[config.mk]
export PLATFORM = sky130hd
export DESIGN_NAME = ncrs_ctrl
export DESIGN_NICKNAME = d
export VERILOG_FILES = /design/src/hdl/newton_cubic_root_solver_unit_defines.svh /design/src/hdl/ncrs_pkg.sv /design/src/hdl/ncrs_ctrl.sv
export SDC_FILE = /design/constraint.sdc
export NUM_CORES = 1
export LEC_CHECK = 0
export BUFFER_PORTS_ARGS = -buffer_cell sky130_fd_sc_hd__clkbuf_2
export CAP_MARGIN = 5
export CORE_ASPECT_RATIO = 1.1
export CORE_MARGIN = 5
export CORE_UTILIZATION = 29
export CTS_CLUSTER_DIAMETER = 60
export DETAILED_ROUTE_END_ITERATION = 10
export HOLD_SLACK_MARGIN = 0.12
export PLACE_DENSITY = 0.53
export REMOVE_ABC_BUFFERS = 1
export SLEW_MARGIN = 30
export SYNTH_ARGS = -nofsm -noshare
export SYNTH_HDL_FRONTEND = slang
export SYNTH_SLANG_ARGS = --single-unit
[constraint.sdc]
create_clock -name clk -period 4.3 [get_ports clk]
set_input_delay 0.86 -clock clk [delete_from_list [all_inputs] [get_ports clk]]
set_output_delay 0.86 -clock clk [all_outputs]
set_load 0.03 [all_outputs]
[src/hdl/newton_cubic_root_solver_unit_defines.svh]
// Assertion macros shared by the Newton cubic root solver RTL.
`ifndef NEWTON_CUBIC_ROOT_SOLVER_UNIT_DEFINES_SVH
`define NEWTON_CUBIC_ROOT_SOLVER_UNIT_DEFINES_SVH
`ifndef SYNTHESIS
`define NCRS_ASSERT_SAME(lbl, ante, cons, msg) \
	lbl: assert property (@(posedge clk) disable iff (!arst_n) (ante) |-> (cons)) else $error(msg);
`define NCRS_ASSERT_NEXT(lbl, ante, cons, msg) \
	lbl: assert property (@(posedge clk) disable iff (!arst_n) (ante) |=> (cons)) else $error(msg);
`else
`define NCRS_ASSERT_SAME(lbl, ante, cons, msg)
`define NCRS_ASSERT_NEXT(lbl, ante, cons, msg)
`endif
`endif

[src/hdl/ncrs_pkg.sv]
// Types, constants and the evaluation microcode of the Newton cubic root solver.
package ncrs_pkg;
	localparam int DATA_W = 64;
	localparam int TOL_W = 41;
	localparam int CNT_W = 16;
	localparam int IDX_W = 3;
	localparam int PC_W = 4;
	localparam logic [PC_W-1:0] PC_LAST = 4'd10;

	typedef enum logic [1:0] {
		ST_CONV = 2'd0,
		ST_LIMIT = 2'd1,
		ST_ZDER = 2'd2,
		ST_OVF = 2'd3
	} status_t;

	typedef enum logic [IDX_W-1:0] {
		REG_COEF_SQUARE = 3'd0,
		REG_COEF_LINEAR = 3'd1,
		REG_COEF_CONSTANT = 3'd2,
		REG_TOLERANCE = 3'd3,
		REG_ITER_LIMIT = 3'd4
	} reg_idx_t;

	typedef enum logic [2:0] {
		OP_NONE = 3'd0,
		OP_ADD = 3'd1,
		OP_MUL = 3'd2,
		OP_DIV = 3'd3,
		OP_NEXT = 3'd4
	} op_t;

	typedef enum logic [2:0] {
		SRC_X = 3'd0,
		SRC_T = 3'd1,
		SRC_U = 3'd2,
		SRC_C2 = 3'd3,
		SRC_C1 = 3'd4,
		SRC_C0 = 3'd5
	} src_t;

	typedef enum logic [1:0] {
		DST_T = 2'd0,
		DST_U = 2'd1,
		DST_PD = 2'd2,
		DST_P = 2'd3
	} dst_t;

	typedef struct packed {
		op_t kind;
		src_t a;
		src_t b;
		dst_t dst;
	} uop_t;

	typedef struct packed {
		logic load;
		op_t op;
		src_t a;
		src_t b;
		dst_t dst;
		logic out_load;
		status_t out_status;
	} cmd_t;

	typedef struct packed {
		logic mul_done;
		logic div_done;
		logic ovf;
		logic pd_zero;
		logic tol_ok;
		logic lim_hit;
		logic out_busy;
	} stat_t;

	function automatic uop_t uop(input logic [PC_W-1:0] pc);
		uop_t u;
		u = '{OP_ADD, SRC_U, SRC_C0, DST_P};
		unique case (pc)
			4'd0: u = '{OP_ADD, SRC_X, SRC_X, DST_T};
			4'd1: u = '{OP_ADD, SRC_T, SRC_X, DST_T};
			4'd2: u = '{OP_ADD, SRC_C2, SRC_C2, DST_U};
			4'd3: u = '{OP_ADD, SRC_T, SRC_U, DST_T};
			4'd4: u = '{OP_MUL, SRC_T, SRC_X, DST_T};
			4'd5: u = '{OP_ADD, SRC_T, SRC_C1, DST_PD};
			4'd6: u = '{OP_ADD, SRC_X, SRC_C2, DST_U};
			4'd7: u = '{OP_MUL, SRC_U, SRC_X, DST_U};
			4'd8: u = '{OP_ADD, SRC_U, SRC_C1, DST_U};
			4'd9: u = '{OP_MUL, SRC_U, SRC_X, DST_U};
			default: u = '{OP_ADD, SRC_U, SRC_C0, DST_P};
		endcase
		return u;
	endfunction
endpackage

[src/hdl/ncrs_ctrl.sv]
// Controller state machine sequencing the Newton steps.
module ncrs_ctrl (
	input logic clk,
	input logic arst_n,
	input logic in_valid,
	output logic in_ready,
	input ncrs_pkg::stat_t stat,
	output ncrs_pkg::cmd_t cmd
);
	typedef enum logic [7:0] {
		S_IDLE = 8'b0000_0001,
		S_EVAL = 8'b0000_0010,
		S_WAIT = 8'b0000_0100,
		S_CHK = 8'b0000_1000,
		S_DWAIT = 8'b0001_0000,
		S_STEP = 8'b0010_0000,
		S_JUDGE = 8'b0100_0000,
		S_FINISH = 8'b1000_0000
	} state_t;

	state_t state_q, state_d;
	logic [ncrs_pkg::PC_W-1:0] pc_q, pc_d;
	ncrs_pkg::status_t fin_q, fin_d;
	ncrs_pkg::uop_t u;

	always_comb begin
		u = ncrs_pkg::uop(pc_q);
		cmd = '0;
		state_d = state_q;
		pc_d = pc_q;
		fin_d = fin_q;
		in_ready = 1'b0;
		unique case (state_q)
			S_IDLE: begin
				in_ready = 1'b1;
				if (in_valid) begin
					cmd.load = 1'b1;
					pc_d = '0;
					state_d = S_EVAL;
				end
			end
			S_EVAL: begin
				cmd.op = u.kind;
				cmd.a = u.a;
				cmd.b = u.b;
				cmd.dst = u.dst;
				if (u.kind == ncrs_pkg::OP_MUL) begin
					state_d = S_WAIT;
				end else if (pc_q == ncrs_pkg::PC_LAST) begin
					state_d = S_CHK;
				end else begin
					pc_d = pc_q + 1'b1;
				end
			end
			S_WAIT: begin
				if (stat.mul_done) begin
					pc_d = pc_q + 1'b1;
					state_d = S_EVAL;
				end
			end
			S_CHK: begin
				priority if (stat.ovf) begin
					fin_d = ncrs_pkg::ST_OVF;
					state_d = S_FINISH;
				end else if (stat.pd_zero) begin
					fin_d = ncrs_pkg::ST_ZDER;
					state_d = S_FINISH;
				end else begin
					cmd.op = ncrs_pkg::OP_DIV;
					state_d = S_DWAIT;
				end
			end
			S_DWAIT: begin
				if (stat.div_done) begin
					state_d = S_STEP;
				end
			end
			S_STEP: begin
				cmd.op = ncrs_pkg::OP_NEXT;
				state_d = S_JUDGE;
			end
			S_JUDGE: begin
				priority if (stat.ovf) begin
					fin_d = ncrs_pkg::ST_OVF;
					state_d = S_FINISH;
				end else if (stat.tol_ok) begin
					fin_d = ncrs_pkg::ST_CONV;
					state_d = S_FINISH;
				end else if (stat.lim_hit) begin
					fin_d = ncrs_pkg::ST_LIMIT;
					state_d = S_FINISH;
				end else begin
					pc_d = '0;
					state_d = S_EVAL;
				end
			end
			S_FINISH: begin
				if (!stat.out_busy) begin
					cmd.out_load = 1'b1;
					cmd.out_status = fin_q;
					state_d = S_IDLE;
				end
			end
			default: state_d = S_IDLE;
		endcase
	end

	always_ff @(posedge clk or negedge arst_n) begin
		if (!arst_n) begin
			state_q <= S_IDLE;
			pc_q <= '0;
			fin_q <= ncrs_pkg::ST_CONV;
		end else begin
			state_q <= state_d;
			pc_q <= pc_d;
			fin_q <= fin_d;
		end
	end
endmodule

Word-level counts from Yosys, hierarchy flattened
Memory sizes are Yosys's and may differ from the RTL's.
Cells that the tools add are included.
{"block": "totals", "ff_bits": 14, "romBits": 144, "inputBits": 10, "out_inout_bits": 16, "wordCells": 67, "n_memories": 1}
{"memory": "(no name shown)", "depth": 16, "word_bits": 9, "rd": 1, "rd_clocked_by_memory_dff": 0, "write_ports": 0, "line": "ncrs_pkg.sv:79", "text": "unique case (pc)"}
{"block": "classes", "add_sub_neg": 1, "eq_ne": 22, "muxes": 35, "reduce_logical": 5}
{"op": "$mux W8", "n": 12}
{"op": "$pmux W8 S8", "n": 1}
{"op": "$mux W4", "n": 7}
{"op": "$ne A2 B2 Y1 const B", "n": 9}
{"op": "$pmux W4 S4", "n": 1}
{"op": "$mux W2", "n": 7}
{"op": "$pmux W3 S3", "n": 1}
{"op": "$eq A8 B1 Y1 const B", "n": 1}
{"op": "$eq A8 B2 Y1 const B", "n": 1}
{"op": "$eq A8 B3 Y1 const B", "n": 1}
{"op": "$eq A8 B4 Y1 const B", "n": 1}
{"op": "$eq A8 B5 Y1 const B", "n": 1}
{"op": "$eq A8 B6 Y1 const B", "n": 1}
{"op": "$eq A8 B7 Y1 const B", "n": 1}
{"op": "$eq A8 B8 Y1 const B", "n": 1}
{"op": "$reduce_and A8 Y1", "n": 1}
{"op": "$mux W3", "n": 2}
{"op": "$ne A3 B3 Y1 const B", "n": 2}
{"op": "$reduce_and A5 Y1", "n": 1}
{"op": "$add A4 B1 Y4 const B", "n": 1}
{"op": "$eq A4 B4 Y1 const B", "n": 1}
{"op": "$ne A4 B4 Y1 const B", "n": 1}
{"op": "$pmux W2 S2", "n": 1}
{"op": "$reduce_bool A4 Y1", "n": 1}
{"op": "other kinds (4)", "n": 6}

Depth between registers and ports, before layout
{"block": "depth", "word_depth": 4, "depth_mapped": 7, "depth_no_buf": 7}

Least setup slack after synthesis
OpenSTA, ideal clock, no wires.
{"block": "synth_path", "path_type": "register to output", "start": "reg state_q[5]", "end": "out cmd[12] in the netlist's numbering", "arrival_ns": 2.123, "required_time_ns": 3.440, "setup_slack_ns": 1.317, "path_stages_with_launch": 6, "n_path_buf": 1, "path_cell_list": "dfrtp_1 > buf_6 > nor4_1 > and2_1 > nand3b_1 > o21ai_0"}
{"element": "from (decl)", "line": "ncrs_ctrl.sv:21", "text": "state_t state_q, state_d;"}
{"element": "from (signal assigned)", "line": "ncrs_ctrl.sv:114", "text": "state_q <= state_d;"}
{"element": "to (decl)", "line": "ncrs_ctrl.sv:8", "text": "output ncrs_pkg::cmd_t cmd"}

==> impl_metrics.yaml <==
layout:
  syn_to_final_growth_pct: 14.6
  fillers: 428
  design_area_mm2: 0.00132
  multiInputGateArea_um2: 693
  nNetsFinal: 172
  final-seq-area_um2: 352
  diodes: 0
  drive_gt1_frac: 0.236
power:
  cellLeakagePower_nw: 0.574
  p_switching_mw: 0.389
  ir_worst_vdd_uv: 219
  power_density_mw_per_mm2: 623
  pwr-share-clk: 0.155
  p_sw_frac: 0.475
  seqPwrFrac: 0.305
  comb_power_share: 0.540
  internal_power_mw: 0.431
critical_path:
  path_max_fanout: 10
  worst_setup_path_end_kind: "output pin"
  cp.arrival_ps: 2430
  cp-start-kind: "flip-flop"
  critPathKind: "flip-flop to output pin"
  critPathRequiredTime_ps: 3440
die:
  start_util: 0.294
  core_mm2: 0.00390
  die_height_um: 76.0
  fp-row-count: 24
  io_pins: 26
  dieArea_mm2: 0.00532
  die_x_um: 70.0
synthesis:
  avgSynthCellArea_um2: 8.31
  ys_ff_latch: 14
  syn_area_mm2: 0.00115
  synth_ff_type: "dfrtp_1"
  postSynthCellCount: 138
  async_flop_share: 1.00
  ys_seq_area_frac: 0.306
  yosysWarnings: 0
  synth_cell_type_count: 45
  synth-edff-count: 0
  post-synth-top-area-fraction: 0.284
  synth_largest_area_cell: "dfrtp_1"
  synth.area.top_cells: "dfrtp_1 (28%), a21oi_1 (4.4%), ha_1 (4.4%)"
  synth_common_cells: "dfrtp_1 (13), nor2_1 (13), a21oi_1 (10)"
cts:
  clock_sinks: 14
  cts_made_buffers: 3
  cts_hold_repair.buffers: 0
  post-cts-setup-buffers: 0
  clkLatencyLatePin_ps: 240
  clock_path_buffers: 2
  htree_levels: 1
  clk_pin_slew_ps: 60
  cts_resized: 0
  cts_tree: "yes"
  cts_root_buffer: "clkbuf_8"
detailed_routing:
  drtIter0Drc: 52
  wirelength_um: 2790
  via_per_inst: 5.09
  route.vias.total: 1064
  wire_per_inst_um: 13.4
  drtPass1Iterations: 4
  drc: 0
  ant_nets: 0
timing:
  period_minus_slack_ps: 3290
  finalHoldViolations: 0
  period_share: 0.766
  finalSetupViolations: 0
  final.setup.worst_slack_ps: 1010
  drv_slew: 0
  whs_ps: 503
  grt_setup_unrepaired: "no"
  tns_ps: 0
  slew_headroom: 0.449
  worst-slew-pin-transition_ps: 814
  skew_ps: 4.67
  fmax_mhz: 304
placement:
  gp_congestion: 0.862
  place_worst_setup_slack_ps: 1300
  io_buffer_count: 24
  hpwl_um: 2220
  place_area_mm2: 0.00126
grt:
  grt.total_usage: 0.111
  antenna_found_initial: 0
  grt_pass1_wl_um: 4910
  overflow: 0
  grt_pass1_vias: 1075
  grt_max_degree: 16
hold_path:
  hold_path_class: "flip-flop to flip-flop"
job:
  cap_violations: 0
run_status:
  status: "finished clean"
## critical path, stage by stage (launching register included)
cell and delay [ps]:
dfrtp_1 480, nor4_1 630, and2_1 240, nand3b_1 260, nand2b_1 280, nand2_1 80, clkbuf_2 210
## kinds of logic after synthesis
group,Yosys count,synth area share
other cells,1,0.00327
fa+ha+maj,4,0.0436
mux,5,0.0447
xor+xnor,4,0.0305
buf+inv,17,0.0894
simple gates,64,0.325
compound gates,29,0.157
flops,14,0.306
## flip-flops by register name (all words and copies together) (netlist names)
signal / flops
state_q: 8
fin_q: 2
pc_q: 4
## routing by layer
metal	wire length (µm)	GRT usage
met5	0	0
met4	54	0.0441
met3	215	0.0475
met2	1250	0.175
met1	1270	0.131
## cell type report
type,count,area share
inverters,8,0.0228
flip-flops and latches,14,0.267
repair buffers,24,0.0913
multi-input cells,107,0.527
well taps,52,0.0495
clock buffers,4,0.0419
## metrics by stage
step / instances / total power [mW] / utilization
floorplan: 129 / 0.573 / -
global placement: 205 / 0.689 / 0.323
detailed placement: 205 / 0.694 / 0.323
CTS: 209 / 0.828 / 0.337
global route: 209 / 0.899 / 0.337
finish: 209 / 0.820 / 0.337
## power groups by stage
stage / combinational, mW / sequential, mW / clock [mW]
after detailed placement: 0.444 / 0.250 / 0
after CTS: 0.446 / 0.248 / 0.134
after floorplan: 0.345 / 0.228 / 0
after global placement: 0.440 / 0.249 / 0
final: 0.443 / 0.250 / 0.127
after global routing: 0.499 / 0.258 / 0.142
## final timing paths
path / startpoint / to / slack, ps / cells past startpoint
setup / recovery: state_q[5]$_DFFE_PN0P_ / cmd[11] / 1010 / 6
min in group asynchronous: arst_n / state_q[6]$_DFFE_PN0P_ / 520 / 1
hold reg to reg: fin_q[0]$_DFFE_PN0P_ / fin_q[0]$_DFFE_PN0P_ / 500 / 1
max in group asynchronous: arst_n / state_q[0]$_DFFE_PN1P_ / 3470 / 1
setup reg to reg: state_q[5]$_DFFE_PN0P_ / pc_q[2]$_DFFE_PN0P_ / 2090 / 5
hold / removal: fin_q[0]$_DFFE_PN0P_ / fin_q[0]$_DFFE_PN0P_ / 500 / 1
## layout by cell type, fill, tap and decap left out, types with 2 or more instances in the layout
cell,n
o32ai_1,2
a31oi_1,2
nor3b_1,2
nor3_1,7
mux2i_1,4
nor4_1,2
dfrtp_1,13
o22ai_1,4
xor2_1,2
xnor2_1,2
and2_1,3
or3_4,2
clkbuf_8,4
inv_1,8
nand2b_1,4
nand4_1,2
ha_1,4
a21oi_1,10
and4b_2,2
o21bai_1,2
nand2_1,8
or3_1,3
clkbuf_2,24
o21ai_0,5
nand3_1,6
nor2_1,13
Power figures use the tool's default switching activity.
